File: src/rtl/pcu_pkg.sv
// ---------------------------------------------------------------------------
// pcu_pkg
// Shared widths and types for the polygon centroid unit and its channels.
// ---------------------------------------------------------------------------
package pcu_pkg;

    localparam int DATA_W = 16;

    typedef logic signed [DATA_W-1:0] coord_t;

endpackage

File: src/rtl/pcu_if.sv
// ---------------------------------------------------------------------------
// pcu_if
// Valid/ready channels of the polygon centroid unit: vertex beats in,
// centroid beats out.
// ---------------------------------------------------------------------------
interface pcu_vertex_if import pcu_pkg::*;
();
    logic   valid;
    logic   ready;
    coord_t vertex_x;
    coord_t vertex_y;
    logic   last_vertex;

    modport source (output valid, output vertex_x, output vertex_y, output last_vertex,
                    input ready);
    modport sink   (input valid, input vertex_x, input vertex_y, input last_vertex,
                    output ready);
endinterface

interface pcu_centroid_if import pcu_pkg::*;
();
    logic   valid;
    logic   ready;
    coord_t centroid_x;
    coord_t centroid_y;
    logic   degenerate;

    modport source (output valid, output centroid_x, output centroid_y, output degenerate,
                    input ready);
    modport sink   (input valid, input centroid_x, input centroid_y, input degenerate,
                    output ready);
endinterface

File: src/rtl/polygon_centroid_unit.sv
// ---------------------------------------------------------------------------
// polygon_centroid_unit
// Streaming shoelace centroid of a polygon on one shared multiplier and a
// restoring divider.
// ---------------------------------------------------------------------------
// Usage:
//   vertex   : one beat per vertex, last_vertex marks the closing vertex.
//   centroid : one beat per polygon, moment / (3 * area) per axis, truncated
//              toward zero and saturated to COORD_WIDTH bits, sign-extended.
// Sequence:
//   Each kept vertex beat after the first runs six steps after its accept
//   through the single multiplier (two cross products, subtract, two moment
//   products, final accumulate). The last vertex then needs a close step,
//   the closing edge (the same six steps), two setup steps and a bit-serial
//   division and saturate step per axis, then a step that loads the output
//   register; one or two vertices go from the close step to that last step,
//   a zero area from the first setup step. Vertices beyond MAX_VERTICES are
//   dropped; a dropped last vertex still closes the polygon.
// Reset: clears the sequencer, vertex count, sums and the output valid.
// Stall: the centroid sits in an output register; new vertices are taken
//   while it waits, and the next result holds until that beat is taken.
// ---------------------------------------------------------------------------
module polygon_centroid_unit import pcu_pkg::*;
#(
    parameter int MAX_VERTICES = 4096,
    parameter int COORD_WIDTH  = 16
)
(
    input  logic           clk,
    input  logic           rst_n,
    pcu_vertex_if.sink     vertex,
    pcu_centroid_if.source centroid
);

    localparam int CW = COORD_WIDTH;
    localparam int LW = $clog2(MAX_VERTICES);
    localparam int NW = $clog2(MAX_VERTICES + 1);
    localparam int SW = CW + 1;
    localparam int XW = 2 * CW + 1;
    localparam int PW = SW + XW;
    localparam int AW = XW + LW;
    localparam int MW = PW + LW;
    localparam int DW = AW + 2;
    localparam int RW = DW + CW + 1;
    localparam int QW = CW + 2;
    localparam int KW = $clog2(QW);

    localparam logic [NW-1:0] MAX_COUNT = NW'(MAX_VERTICES);
    localparam logic [CW:0]   Q_POS_LIM = (CW + 1)'((1 << (CW - 1)) - 1);
    localparam logic [CW:0]   Q_NEG_LIM = (CW + 1)'(1 << (CW - 1));
    localparam logic [CW-1:0] C_MAX     = {1'b0, {(CW - 1){1'b1}}};
    localparam logic [CW-1:0] C_MIN     = {1'b1, {(CW - 1){1'b0}}};

    typedef enum logic [12:0] {
        S_IDLE   = 13'b0000000000001,
        S_MUL_A  = 13'b0000000000010,
        S_MUL_B  = 13'b0000000000100,
        S_CROSS  = 13'b0000000001000,
        S_MOM_X  = 13'b0000000010000,
        S_MOM_Y  = 13'b0000000100000,
        S_ACC_Y  = 13'b0000001000000,
        S_CLOSE  = 13'b0000010000000,
        S_PREP   = 13'b0000100000000,
        S_LOAD   = 13'b0001000000000,
        S_DIV    = 13'b0010000000000,
        S_SAT    = 13'b0100000000000,
        S_RESULT = 13'b1000000000000
    } state_t;

    state_t                state_reg, state_next;
    logic [NW-1:0]         count_reg, count_next;
    logic signed [AW-1:0]  area_reg, area_next;
    logic signed [MW-1:0]  mx_reg, mx_next;
    logic signed [MW-1:0]  my_reg, my_next;
    logic                  closing_reg, closing_next;
    logic                  last_reg, last_next;
    logic                  axis_reg, axis_next;
    logic [KW-1:0]         cnt_reg, cnt_next;
    logic                  out_valid_reg, out_valid_next;

    logic signed [CW-1:0]  first_x_reg, first_x_next;
    logic signed [CW-1:0]  first_y_reg, first_y_next;
    logic signed [CW-1:0]  prev_x_reg, prev_x_next;
    logic signed [CW-1:0]  prev_y_reg, prev_y_next;
    logic signed [CW-1:0]  cur_x_reg, cur_x_next;
    logic signed [CW-1:0]  cur_y_reg, cur_y_next;
    logic signed [PW-1:0]  prod_reg, prod_next;
    logic signed [XW-1:0]  cross_reg, cross_next;
    logic signed [SW-1:0]  sx_reg, sx_next;
    logic signed [SW-1:0]  sy_reg, sy_next;
    logic [AW-1:0]         abs_reg, abs_next;
    logic [DW-1:0]         d_reg, d_next;
    logic [RW-1:0]         rem_reg, rem_next;
    logic [RW-1:0]         dsh_reg, dsh_next;
    logic [QW-1:0]         q_reg, q_next;
    logic                  qneg_reg, qneg_next;
    logic signed [CW-1:0]  res_x_reg, res_x_next;
    logic signed [CW-1:0]  res_y_reg, res_y_next;
    logic                  res_degen_reg, res_degen_next;
    logic signed [CW-1:0]  out_x_reg, out_x_next;
    logic signed [CW-1:0]  out_y_reg, out_y_next;
    logic                  out_degen_reg, out_degen_next;

    logic signed [CW-1:0]  in_x, in_y;
    logic signed [CW-1:0]  edge_cx, edge_cy;
    logic signed [SW-1:0]  mul_a;
    logic signed [XW-1:0]  mul_b;
    logic signed [PW-1:0]  mul_prod;
    logic signed [SW-1:0]  mid_sx, mid_sy, mid_hx, mid_hy;
    logic [MW-1:0]         mag_mx, mag_my;
    logic [DW-1:0]         d3;
    logic                  div_ge;
    logic [CW:0]           q_low;
    logic [CW:0]           q_signed;
    logic                  q_ovf;
    logic signed [CW-1:0]  q_sat;
    logic                  accept;

    assign accept = vertex.valid && vertex.ready;
    assign in_x   = $signed(vertex.vertex_x[CW-1:0]);
    assign in_y   = $signed(vertex.vertex_y[CW-1:0]);

    assign edge_cx = closing_reg ? first_x_reg : cur_x_reg;
    assign edge_cy = closing_reg ? first_y_reg : cur_y_reg;

    // shared multiplier operand select
    always_comb
    begin
        case (state_reg)
            S_MUL_A:
            begin
                mul_a = SW'(prev_x_reg);
                mul_b = XW'(edge_cy);
            end
            S_MUL_B:
            begin
                mul_a = SW'(edge_cx);
                mul_b = XW'(prev_y_reg);
            end
            S_MOM_X:
            begin
                mul_a = sx_reg;
                mul_b = cross_reg;
            end
            default:
            begin
                mul_a = sy_reg;
                mul_b = cross_reg;
            end
        endcase
    end

    assign mul_prod = PW'(mul_a) * PW'(mul_b);

    assign mid_sx = SW'(first_x_reg) + SW'(prev_x_reg);
    assign mid_sy = SW'(first_y_reg) + SW'(prev_y_reg);
    assign mid_hx = (mid_sx + SW'(mid_sx[SW-1])) >>> 1;
    assign mid_hy = (mid_sy + SW'(mid_sy[SW-1])) >>> 1;

    assign mag_mx = mx_reg[MW-1] ? MW'(-mx_reg) : MW'(mx_reg);
    assign mag_my = my_reg[MW-1] ? MW'(-my_reg) : MW'(my_reg);
    assign d3     = DW'(abs_reg) + (DW'(abs_reg) << 1);

    assign div_ge = rem_reg >= dsh_reg;

    assign q_low    = q_reg[QW-2:0];
    assign q_ovf    = q_reg[QW-1] || (qneg_reg ? (q_low > Q_NEG_LIM) : (q_low > Q_POS_LIM));
    assign q_signed = qneg_reg ? (CW + 1)'(-q_low) : q_low;
    assign q_sat    = q_ovf ? (qneg_reg ? C_MIN : C_MAX) : q_signed[CW-1:0];

    always_comb
    begin
        state_next     = state_reg;
        count_next     = count_reg;
        area_next      = area_reg;
        mx_next        = mx_reg;
        my_next        = my_reg;
        closing_next   = closing_reg;
        last_next      = last_reg;
        axis_next      = axis_reg;
        cnt_next       = cnt_reg;
        out_valid_next = out_valid_reg && !centroid.ready;
        first_x_next   = first_x_reg;
        first_y_next   = first_y_reg;
        prev_x_next    = prev_x_reg;
        prev_y_next    = prev_y_reg;
        cur_x_next     = cur_x_reg;
        cur_y_next     = cur_y_reg;
        prod_next      = prod_reg;
        cross_next     = cross_reg;
        sx_next        = sx_reg;
        sy_next        = sy_reg;
        abs_next       = abs_reg;
        d_next         = d_reg;
        rem_next       = rem_reg;
        dsh_next       = dsh_reg;
        q_next         = q_reg;
        qneg_next      = qneg_reg;
        res_x_next     = res_x_reg;
        res_y_next     = res_y_reg;
        res_degen_next = res_degen_reg;
        out_x_next     = out_x_reg;
        out_y_next     = out_y_reg;
        out_degen_next = out_degen_reg;

        case (state_reg)
            S_IDLE:
            begin
                if (accept)
                begin
                    cur_x_next   = in_x;
                    cur_y_next   = in_y;
                    last_next    = vertex.last_vertex;
                    closing_next = 1'b0;
                    if (count_reg == '0)
                    begin
                        first_x_next = in_x;
                        first_y_next = in_y;
                        prev_x_next  = in_x;
                        prev_y_next  = in_y;
                        count_next   = NW'(1);
                        state_next   = vertex.last_vertex ? S_CLOSE : S_IDLE;
                    end
                    else if (count_reg < MAX_COUNT)
                    begin
                        state_next = S_MUL_A;
                    end
                    else
                    begin
                        // drop
                        state_next = vertex.last_vertex ? S_CLOSE : S_IDLE;
                    end
                end
            end
            S_MUL_A:
            begin
                prod_next  = mul_prod;
                sx_next    = SW'(prev_x_reg) + SW'(edge_cx);
                sy_next    = SW'(prev_y_reg) + SW'(edge_cy);
                state_next = S_MUL_B;
            end
            S_MUL_B:
            begin
                prod_next  = mul_prod;
                cross_next = prod_reg[XW-1:0];
                state_next = S_CROSS;
            end
            S_CROSS:
            begin
                cross_next = cross_reg - prod_reg[XW-1:0];
                state_next = S_MOM_X;
            end
            S_MOM_X:
            begin
                prod_next  = mul_prod;
                area_next  = area_reg + AW'(cross_reg);
                state_next = S_MOM_Y;
            end
            S_MOM_Y:
            begin
                prod_next  = mul_prod;
                mx_next    = mx_reg + MW'(prod_reg);
                state_next = S_ACC_Y;
            end
            S_ACC_Y:
            begin
                my_next = my_reg + MW'(prod_reg);
                if (closing_reg)
                begin
                    state_next = S_PREP;
                end
                else
                begin
                    prev_x_next = cur_x_reg;
                    prev_y_next = cur_y_reg;
                    count_next  = count_reg + NW'(1);
                    state_next  = last_reg ? S_CLOSE : S_IDLE;
                end
            end
            S_CLOSE:
            begin
                res_degen_next = 1'b0;
                if (count_reg == NW'(1))
                begin
                    res_x_next = first_x_reg;
                    res_y_next = first_y_reg;
                    state_next = S_RESULT;
                end
                else if (count_reg == NW'(2))
                begin
                    res_x_next = mid_hx[CW-1:0];
                    res_y_next = mid_hy[CW-1:0];
                    state_next = S_RESULT;
                end
                else
                begin
                    closing_next = 1'b1;
                    state_next   = S_MUL_A;
                end
            end
            S_PREP:
            begin
                if (area_reg == '0)
                begin
                    res_x_next     = '0;
                    res_y_next     = '0;
                    res_degen_next = 1'b1;
                    state_next     = S_RESULT;
                end
                else
                begin
                    abs_next   = area_reg[AW-1] ? AW'(-area_reg) : AW'(area_reg);
                    state_next = S_LOAD;
                end
            end
            S_LOAD:
            begin
                d_next     = d3;
                dsh_next   = RW'(d3) << (CW + 1);
                rem_next   = RW'(mag_mx);
                qneg_next  = mx_reg[MW-1] ^ area_reg[AW-1];
                q_next     = '0;
                cnt_next   = KW'(QW - 1);
                axis_next  = 1'b0;
                state_next = S_DIV;
            end
            S_DIV:
            begin
                if (div_ge)
                begin
                    rem_next = rem_reg - dsh_reg;
                end
                q_next   = {q_reg[QW-2:0], div_ge};
                dsh_next = dsh_reg >> 1;
                cnt_next = cnt_reg - KW'(1);
                if (cnt_reg == '0)
                begin
                    state_next = S_SAT;
                end
            end
            S_SAT:
            begin
                if (!axis_reg)
                begin
                    res_x_next = q_sat;
                    axis_next  = 1'b1;
                    dsh_next   = RW'(d_reg) << (CW + 1);
                    rem_next   = RW'(mag_my);
                    qneg_next  = my_reg[MW-1] ^ area_reg[AW-1];
                    q_next     = '0;
                    cnt_next   = KW'(QW - 1);
                    state_next = S_DIV;
                end
                else
                begin
                    res_y_next = q_sat;
                    state_next = S_RESULT;
                end
            end
            S_RESULT:
            begin
                if (!out_valid_reg || centroid.ready)
                begin
                    out_x_next     = res_x_reg;
                    out_y_next     = res_y_reg;
                    out_degen_next = res_degen_reg;
                    out_valid_next = 1'b1;
                    count_next     = '0;
                    area_next      = '0;
                    mx_next        = '0;
                    my_next        = '0;
                    closing_next   = 1'b0;
                    state_next     = S_IDLE;
                end
            end
            default:
            begin
                state_next = S_IDLE;
            end
        endcase
    end

    always_ff @(posedge clk or negedge rst_n)
    begin
        if (!rst_n)
        begin
            state_reg     <= S_IDLE;
            count_reg     <= '0;
            area_reg      <= '0;
            mx_reg        <= '0;
            my_reg        <= '0;
            closing_reg   <= 1'b0;
            last_reg      <= 1'b0;
            axis_reg      <= 1'b0;
            cnt_reg       <= '0;
            out_valid_reg <= 1'b0;
        end
        else
        begin
            state_reg     <= state_next;
            count_reg     <= count_next;
            area_reg      <= area_next;
            mx_reg        <= mx_next;
            my_reg        <= my_next;
            closing_reg   <= closing_next;
            last_reg      <= last_next;
            axis_reg      <= axis_next;
            cnt_reg       <= cnt_next;
            out_valid_reg <= out_valid_next;
        end
    end

    always_ff @(posedge clk)
    begin
        first_x_reg   <= first_x_next;
        first_y_reg   <= first_y_next;
        prev_x_reg    <= prev_x_next;
        prev_y_reg    <= prev_y_next;
        cur_x_reg     <= cur_x_next;
        cur_y_reg     <= cur_y_next;
        prod_reg      <= prod_next;
        cross_reg     <= cross_next;
        sx_reg        <= sx_next;
        sy_reg        <= sy_next;
        abs_reg       <= abs_next;
        d_reg         <= d_next;
        rem_reg       <= rem_next;
        dsh_reg       <= dsh_next;
        q_reg         <= q_next;
        qneg_reg      <= qneg_next;
        res_x_reg     <= res_x_next;
        res_y_reg     <= res_y_next;
        res_degen_reg <= res_degen_next;
        out_x_reg     <= out_x_next;
        out_y_reg     <= out_y_next;
        out_degen_reg <= out_degen_next;
    end

    assign vertex.ready        = (state_reg == S_IDLE);
    assign centroid.valid      = out_valid_reg;
    assign centroid.centroid_x = DATA_W'(out_x_reg);
    assign centroid.centroid_y = DATA_W'(out_y_reg);
    assign centroid.degenerate = out_degen_reg;

    a_count_bound: assert property (@(posedge clk) disable iff (!rst_n)
        count_reg <= MAX_COUNT)
        else $error("vertex count beyond limit");

    a_sums_clear: assert property (@(posedge clk) disable iff (!rst_n)
        (state_reg == S_IDLE && count_reg == '0) |->
        (area_reg == '0 && mx_reg == '0 && my_reg == '0))
        else $error("sums not cleared at polygon start");

    a_degen_zero: assert property (@(posedge clk) disable iff (!rst_n)
        (centroid.valid && centroid.degenerate) |->
        (centroid.centroid_x == '0 && centroid.centroid_y == '0))
        else $error("degenerate beat with nonzero centroid");

    a_beat_source: assert property (@(posedge clk) disable iff (!rst_n)
        $rose(out_valid_reg) |-> $past(state_reg == S_RESULT))
        else $error("centroid beat raised outside result step");

endmodule

File: src/flat_wrapper.sv
// flat-port wrapper written by rule: the top's interface ports become plain ports
module polygon_centroid_unit_flat import pcu_pkg::*;
#(
    parameter int MAX_VERTICES = 4096,
    parameter int COORD_WIDTH  = 16
)
  (clk, rst_n, vertex_valid, vertex_vertex_x, vertex_vertex_y, vertex_last_vertex, vertex_ready, centroid_valid, centroid_centroid_x, centroid_centroid_y, centroid_degenerate, centroid_ready);
  pcu_vertex_if vertex_i ();
  pcu_centroid_if centroid_i ();
  input  logic clk;
  input  logic rst_n;
  input wire logic [$bits(vertex_i.valid)-1:0] vertex_valid;
  input wire logic [$bits(vertex_i.vertex_x)-1:0] vertex_vertex_x;
  input wire logic [$bits(vertex_i.vertex_y)-1:0] vertex_vertex_y;
  input wire logic [$bits(vertex_i.last_vertex)-1:0] vertex_last_vertex;
  output wire logic [$bits(vertex_i.ready)-1:0] vertex_ready;
  output wire logic [$bits(centroid_i.valid)-1:0] centroid_valid;
  output wire logic [$bits(centroid_i.centroid_x)-1:0] centroid_centroid_x;
  output wire logic [$bits(centroid_i.centroid_y)-1:0] centroid_centroid_y;
  output wire logic [$bits(centroid_i.degenerate)-1:0] centroid_degenerate;
  input wire logic [$bits(centroid_i.ready)-1:0] centroid_ready;
  assign vertex_i.valid = vertex_valid;
  assign vertex_i.vertex_x = vertex_vertex_x;
  assign vertex_i.vertex_y = vertex_vertex_y;
  assign vertex_i.last_vertex = vertex_last_vertex;
  assign vertex_ready = vertex_i.ready;
  assign centroid_valid = centroid_i.valid;
  assign centroid_centroid_x = centroid_i.centroid_x;
  assign centroid_centroid_y = centroid_i.centroid_y;
  assign centroid_degenerate = centroid_i.degenerate;
  assign centroid_i.ready = centroid_ready;
  polygon_centroid_unit #(.MAX_VERTICES(MAX_VERTICES), .COORD_WIDTH(COORD_WIDTH)) u_core (.clk(clk), .rst_n(rst_n), .vertex(vertex_i), .centroid(centroid_i));
endmodule
File: config.mk
export PLATFORM = sky130hd
export DESIGN_NAME = polygon_centroid_unit_flat
export DESIGN_NICKNAME = d
export VERILOG_FILES = /design/src/rtl/pcu_pkg.sv /design/src/rtl/pcu_if.sv /design/src/rtl/polygon_centroid_unit.sv /design/src/flat_wrapper.sv
export SDC_FILE = /design/constraint.sdc
export NUM_CORES = 2
export LEC_CHECK = 0
export ABC_AREA = 1
export BUFFER_PORTS_ARGS = -buffer_cell sky130_fd_sc_hd__buf_2
export CAP_MARGIN = 5
export CORE_MARGIN = 2
export CORE_UTILIZATION = 60
export CTS_CLUSTER_SIZE = 40
export DETAILED_ROUTE_END_ITERATION = 16
export MAX_ROUTING_LAYER = met4
export PLACE_DENSITY = 0.79
export REMOVE_ABC_BUFFERS = 1
export SLEW_MARGIN = 40
export SYNTH_ARGS = -nofsm -noshare
export SYNTH_HDL_FRONTEND = slang
export SYNTH_SLANG_ARGS = --single-unit
File: constraint.sdc
create_clock -name clk -period 6.61 [get_ports clk]
set_clock_uncertainty 0.05 [all_clocks]
set_input_delay 0.3305 -clock clk [delete_from_list [all_inputs] [get_ports clk]]
set_output_delay 0.3305 -clock clk [all_outputs]
set_load 0.05 [all_outputs]
Word level (Yosys, flattened, before mapping)
Index checks and enable logic that the tools add are counted.
{"block": "totals", "out_inout_bits": 35, "word_cells": 197, "ff_bits": 722, "inputBits": 37}
{"block": "op_classes", "n_mux": 73, "bitwise_logic": 3, "n_eq_ne": 27, "reduce_logical": 38, "n_lt_le_gt_ge": 4, "mul": 1, "n_addsub": 18}
{"cell": "one-hot mux 64 bit (3 select lines)", "n": 2}
{"cell": "2-to-1 mux 16 bit", "n": 18}
{"cell": "one-hot mux 62 bit (2 select lines)", "n": 2}
{"cell": "2-to-1 mux 64 bit", "n": 3}
{"cell": "2-to-1 mux 62 bit", "n": 3}
{"cell": "2-to-1 mux 13 bit", "n": 14}
{"cell": "one-hot mux 13 bit (13 select lines)", "n": 1}
{"cell": "one-hot mux 33 bit (2 select lines)", "n": 2}
{"cell": "adder 62 x 50 -> 62 bit", "n": 2}
{"cell": "negation 62 bit", "n": 2}
{"cell": "one-hot mux 16 bit (3 select lines)", "n": 2}
{"cell": "one-hot mux 45 bit (2 select lines)", "n": 1}
{"cell": "adder 16 x 16 -> 17 bit", "n": 4}
{"cell": ">= comparator 64 bit", "n": 1}
{"cell": "one-hot mux 16 bit (2 select lines)", "n": 2}
{"cell": "subtractor 64 bit", "n": 1}
{"cell": "one-hot mux 18 bit (3 select lines)", "n": 1}
{"cell": "one-hot mux 17 bit (3 select lines)", "n": 1}
{"cell": "multiplier 17 x 33 -> 50 bit", "n": 1}
{"cell": "adder 45 x 46 -> 47 bit", "n": 1}
{"cell": "adder 45 x 33 -> 45 bit", "n": 1}
{"cell": "logical NOT 45 bit", "n": 1}
{"cell": "2-to-1 mux 45 bit", "n": 1}
{"cell": "negation 45 bit", "n": 1}
{"cell": "other kinds (47)", "n": 96}

Depth between registers and ports, before layout
{"block": "logic_depth", "ltp_word": 6, "mapped_depth": 37, "mapped_depth_nobuf": 36}

Worst setup path after synthesis
Ideal clock, no wire load.
{"block": "synth_path", "kind": "register to register", "startpoint": "register u_core.state_reg[11]", "endpoint": "register u_core.prod_reg[49] (data pin)", "arrival_time_ns": 6.913, "period_less_slack_ns": 7.216, "t_required_ns": 6.308, "slack_ns": -0.606, "n_path_buf": 2, "stages_incl_launch_ff": 33, "cell_sequence": "dfrtp_1 -> nor2_1 -> nand2_2 -> nor2_8 -> nand2_4 -> nor2_4 -> buf_4 -> buf_6 -> nand2_1 -> nand3_1 -> a21oi_2 -> nor2_1 -> inv_1 -> fa_1 -> inv_1 -> fa_1 -> fa_1 -> inv_1 -> fa_1 -> inv_1 -> fa_1 -> inv_1 -> fa_1 -> inv_1 -> ha_1 -> a21oi_1 -> inv_1 -> a21oi_1 -> nor3_1 -> nor4_1 -> nand2_1 -> nand2_1 -> nand2_1"}
{"block": "synth_via", "elab_chain_len": 3, "word_cells_on_any_way": 6}
{"item": "from (decl)", "line": "polygon_centroid_unit.sv:70", "source": "state_t state_reg, state_next;"}
{"item": "from (signal assigned)", "line": "polygon_centroid_unit.sv:400", "source": "state_reg <= state_next;"}
{"item": "== test 13 x 5 -> 1 bit, or another cell as far along", "line": "polygon_centroid_unit.sv:129", "source": "case (state_reg)"}
{"item": "one-hot mux 17 bit (3 select lines) / one-hot mux 33 bit (2 select lines) (equally long branches)", "line": "polygon_centroid_unit.sv:129"}
{"item": "multiplier 17 x 33 -> 50 bit (*)", "line": "polygon_centroid_unit.sv:153", "source": "assign mul_prod = PW'(mul_a) * PW'(mul_b);"}
{"item": "named net u_core.mul_prod[49]", "line": "polygon_centroid_unit.sv:108", "source": "logic signed [PW-1:0] mul_prod;"}
{"item": "to (signal assigned)", "line": "polygon_centroid_unit.sv:421", "source": "prod_reg <= prod_next;"}
{"item": "to (decl)", "line": "polygon_centroid_unit.sv:87", "source": "logic signed [PW-1:0] prod_reg, prod_next;"}
The timed path passes the listed nets; every way through them passes the cells marked *.
A chain may end at the register's enable or synchronous reset.

Worst setup path after layout
{"block": "layout_path", "startpoint": "register u_core.state_reg[3]", "endpoint": "register u_core.prod_reg[45] (data pin)"}
Same word-level chain as after synthesis.

==> out/results.tsv <==
metric	value	unit
status	finished, violations left	
failing checks	negative setup slack	
setup slack, reg-to-reg	-1520	ps
Slew headroom	35.7	%
fmax	0.123	GHz
Reg clk slew, reported paths	70	ps
Worst EP required	7000	ps
TritonRoute pass-1 iters	14	
hpwl dp	246000	um
Cells after Synth	10800	
Worst R2R Start	u_core.state_reg[3]	
number of max-cap violations	0	
vias in the first global route	80500	
RSZ-0062 raised after global routing	yes	
CORE AREA	130000	um^2
clock latency on the worst-skew pair	770	ps
final hold vios	0	
DIE AREA	134000	um^2
Crit path max-delay family	adder cells	
XOR/XNOR Fraction of Synth Area	2.72	%
Primary FF master, synth	edfxtp_1	
crit path max fanout	11	
Starting DRT DRC Count	11500	
Endpoint, Worst Hold	u_core.cur_y_reg[2]	
Bufs and invs on worst path	15	
total CTS buffers	83	
Area Overhead vs Synth	19.0	%
Yosys cell types	71	
Slowest-stage cell, CP	fa_1	
CP endpoint kind	flip-flop	
post-synthesis sequential area ratio	26.2	%
initial core utilization	60.6	%
drt wl/cell	24.5	um
initial antenna violation count	12	
H-tree lvl count	3	
startpoint types	flip-flop	
Die H	366	um
area of placed instances	85800	um^2
Syn Std Cell Area	78800	um^2
io pins	72	
port bufs	71	
fin. max-slew vios	0	
Rows	132	
Final Cell Area	93800	um^2
GRT overflow	0	
ys async rst share	28.3	%
largest net degree at the start of global routing	125	
vias	84400	
synth warn	0	
drt via density	6.26	
top cell type's share of synthesized area	19.7	%
TritonCTS Sinks	722	
Critical R2R Capture	u_core.prod_reg[45]	
Post-Route Hold Slack	53.9	ps
Crit path arrival time	8520	ps
area leader, netlist	edfxtp_1	
Simple-Gate Fraction of Synth Area	25.9	%
Min-Delay Path Class	in2reg	
Worst Setup Path Type	reg2reg	
Min-Delay Path Depth	3	
hold_sp	vertex_valid	
worst setup margin	-1520	ps
CTS tree	done	
setup TNS	-47220	ps
Clk Tree Root Cell	clkbuf_16	
mean post-synth cell area	7.27	um^2
Yosys reg bits	722	
worst slack at placement	-958	ps
Final min period	8130	ps
Residual DRC	0	
main area contributors after synthesis	edfxtp_1, fa_1, nand2_1	
Crit path largest cell delay	740	ps
antenna viol nets, final	0	
area share of fa/ha/maj cells after synthesis	21.9	%
worst reg-to-reg path cell count	37	
WL final	330000	um
Synth Area in Compound Gates	13.3	%
Final Cycle Share	123	%
Final nets	12700	
number of synthesized flops with an enable pin	518	
largest family of logic cells by synthesized area	simple AND/OR/NAND/NOR gates	
multiplexer share of the synthesized area	0.0143	%
Setup violations, final	41	
clk buf depth	3	
first-pass GRT wire length	468000	um
total global-route track usage	46.9	%
routability cong.	1.18	
worst-margin pin slew	954	ps
die extent in x	366	um
share of post-route cells with drive strength above 1	14.1	%
==> per-layer routing <==
metal  vias to the layer above  GRT usage (%)  wire length [um]
met1                     39100           55.6            114000
li1                      36900              -                 -
met5                         -              -                 0
met2                      6321           70.9            142000
met4                         0           31.5             31800
met3                      2026           11.2             42200
==> how the worst max path moves through the flow <==
stage	from	to	slack, ps	cells after the start
after floorplan	u_core.state_reg[1]	u_core.prod_reg[47]	-2160	30
after global routing	u_core.state_reg[3]	u_core.prod_reg[48]	-1550	38
after global placement	u_core.state_reg[10]	u_core.prod_reg[25]	-850	32
after CTS	u_core.state_reg[8]	u_core.prod_reg[45]	-780	35
final	u_core.state_reg[3]	u_core.prod_reg[45]	-1520	37
after detailed placement	u_core.state_reg[1]	u_core.prod_reg[46]	-960	32
==> cells by family (layout without fill, tap and decap cells) <==
| logic type | Yosys count | after routing |
|---|---|---|
| AOI/OAI and AO/OA | 1831 | 1831 |
| xor gates and xnor gates | 245 | 245 |
| adders and majority gates | 1048 | 1048 |
| buffers and inverters | 2030 | 2910 |
| DFF | 722 | 722 |
| muxes | 1 | 1 |
| other | 0 | 11 |
| and+or+nand+nor | 4960 | 4961 |
==> through the flow <==
stage	utilization (%)	cells
6_report	72.1	13500
3_3_place_gp	65.9	13100
2_1_floorplan	-	10600
4_1_cts	70.9	13400
3_5_place_dp	66.0	13100
5_1_grt	72.1	13500
==> tightest hold or removal path, cell delays in order <==
cell    delay (ps)
buf_2          130
inv_1           90
nor2_4         120
==> layout by cell type (no fill, tap or decap), drive strengths merged, types with 17 or more instances in the layout <==
cell type / count
a21boi: 42
o21ai: 720
edfxtp: 518
o221ai: 17
nor2: 1540
o22ai: 77
nor3: 157
a21oi: 628
xor2: 185
fa: 547
xnor2: 60
clkinv: 44
ha: 501
nor4: 47
clkbuf: 97
o21bai: 56
o211ai: 79
nand2: 2395
o21a: 32
nand3b: 29
clkinvlp: 17
dfrtp: 203
a21o: 47
o31ai: 17
nand3: 589
dlygate4sd3: 35
nand4: 136
or2: 38
a31oi: 59
inv: 1815
buf: 886
==> layout make-up <==
| cell class | count | area (um^2) |
|---|---|---|
| timing repair buffer | 922 | 7970 |
| clock inverter | 59 | 887 |
| fill | 9905 | 36200 |
| multi-input combinational | 8086 | 52900 |
| sequential | 722 | 20700 |
| inverter | 1832 | 7000 |
| tap | 1742 | 2180 |
| antenna | 11 | 27.5 |
| clock buffer | 97 | 2170 |
==> timing repair <==
action | CTS | global route
cloned | 12 | 1
hold buffers | 35 | 0
endpoints found under the setup margin | 40 | 42
gates resized for setup | 459 | 329
setup buffers | 107 | 63
pin swaps | 115 | 139
endpoints found under the hold margin | 179 | 0
==> Yosys cell counts (16+ instances only) <==
cell type and instances:
nor3_1 151, buf_1 16, nand2_1 2387, fa_1 547, nand4_1 136, nor2_1 1529
inv_1 1790, nand3b_1 29, inv_2 30, o221ai_1 16, o22ai_1 77, ha_1 501
edfxtp_1 518, xnor2_1 60, o21ai_0 683, dfrtp_1 203, a21o_1 47, clkbuf_1 88
a21oi_1 621, or2_2 37, a31oi_1 57, o21a_1 32, a21boi_0 42, o21ai_1 22
o211ai_1 79, o31ai_1 17, nand3_1 587, buf_2 80, nor4_1 47, o21bai_1 56
xor2_1 185
Power is not shown: default switching activity piles up to over one toggle a cycle in this logic, so the estimate is an artifact.
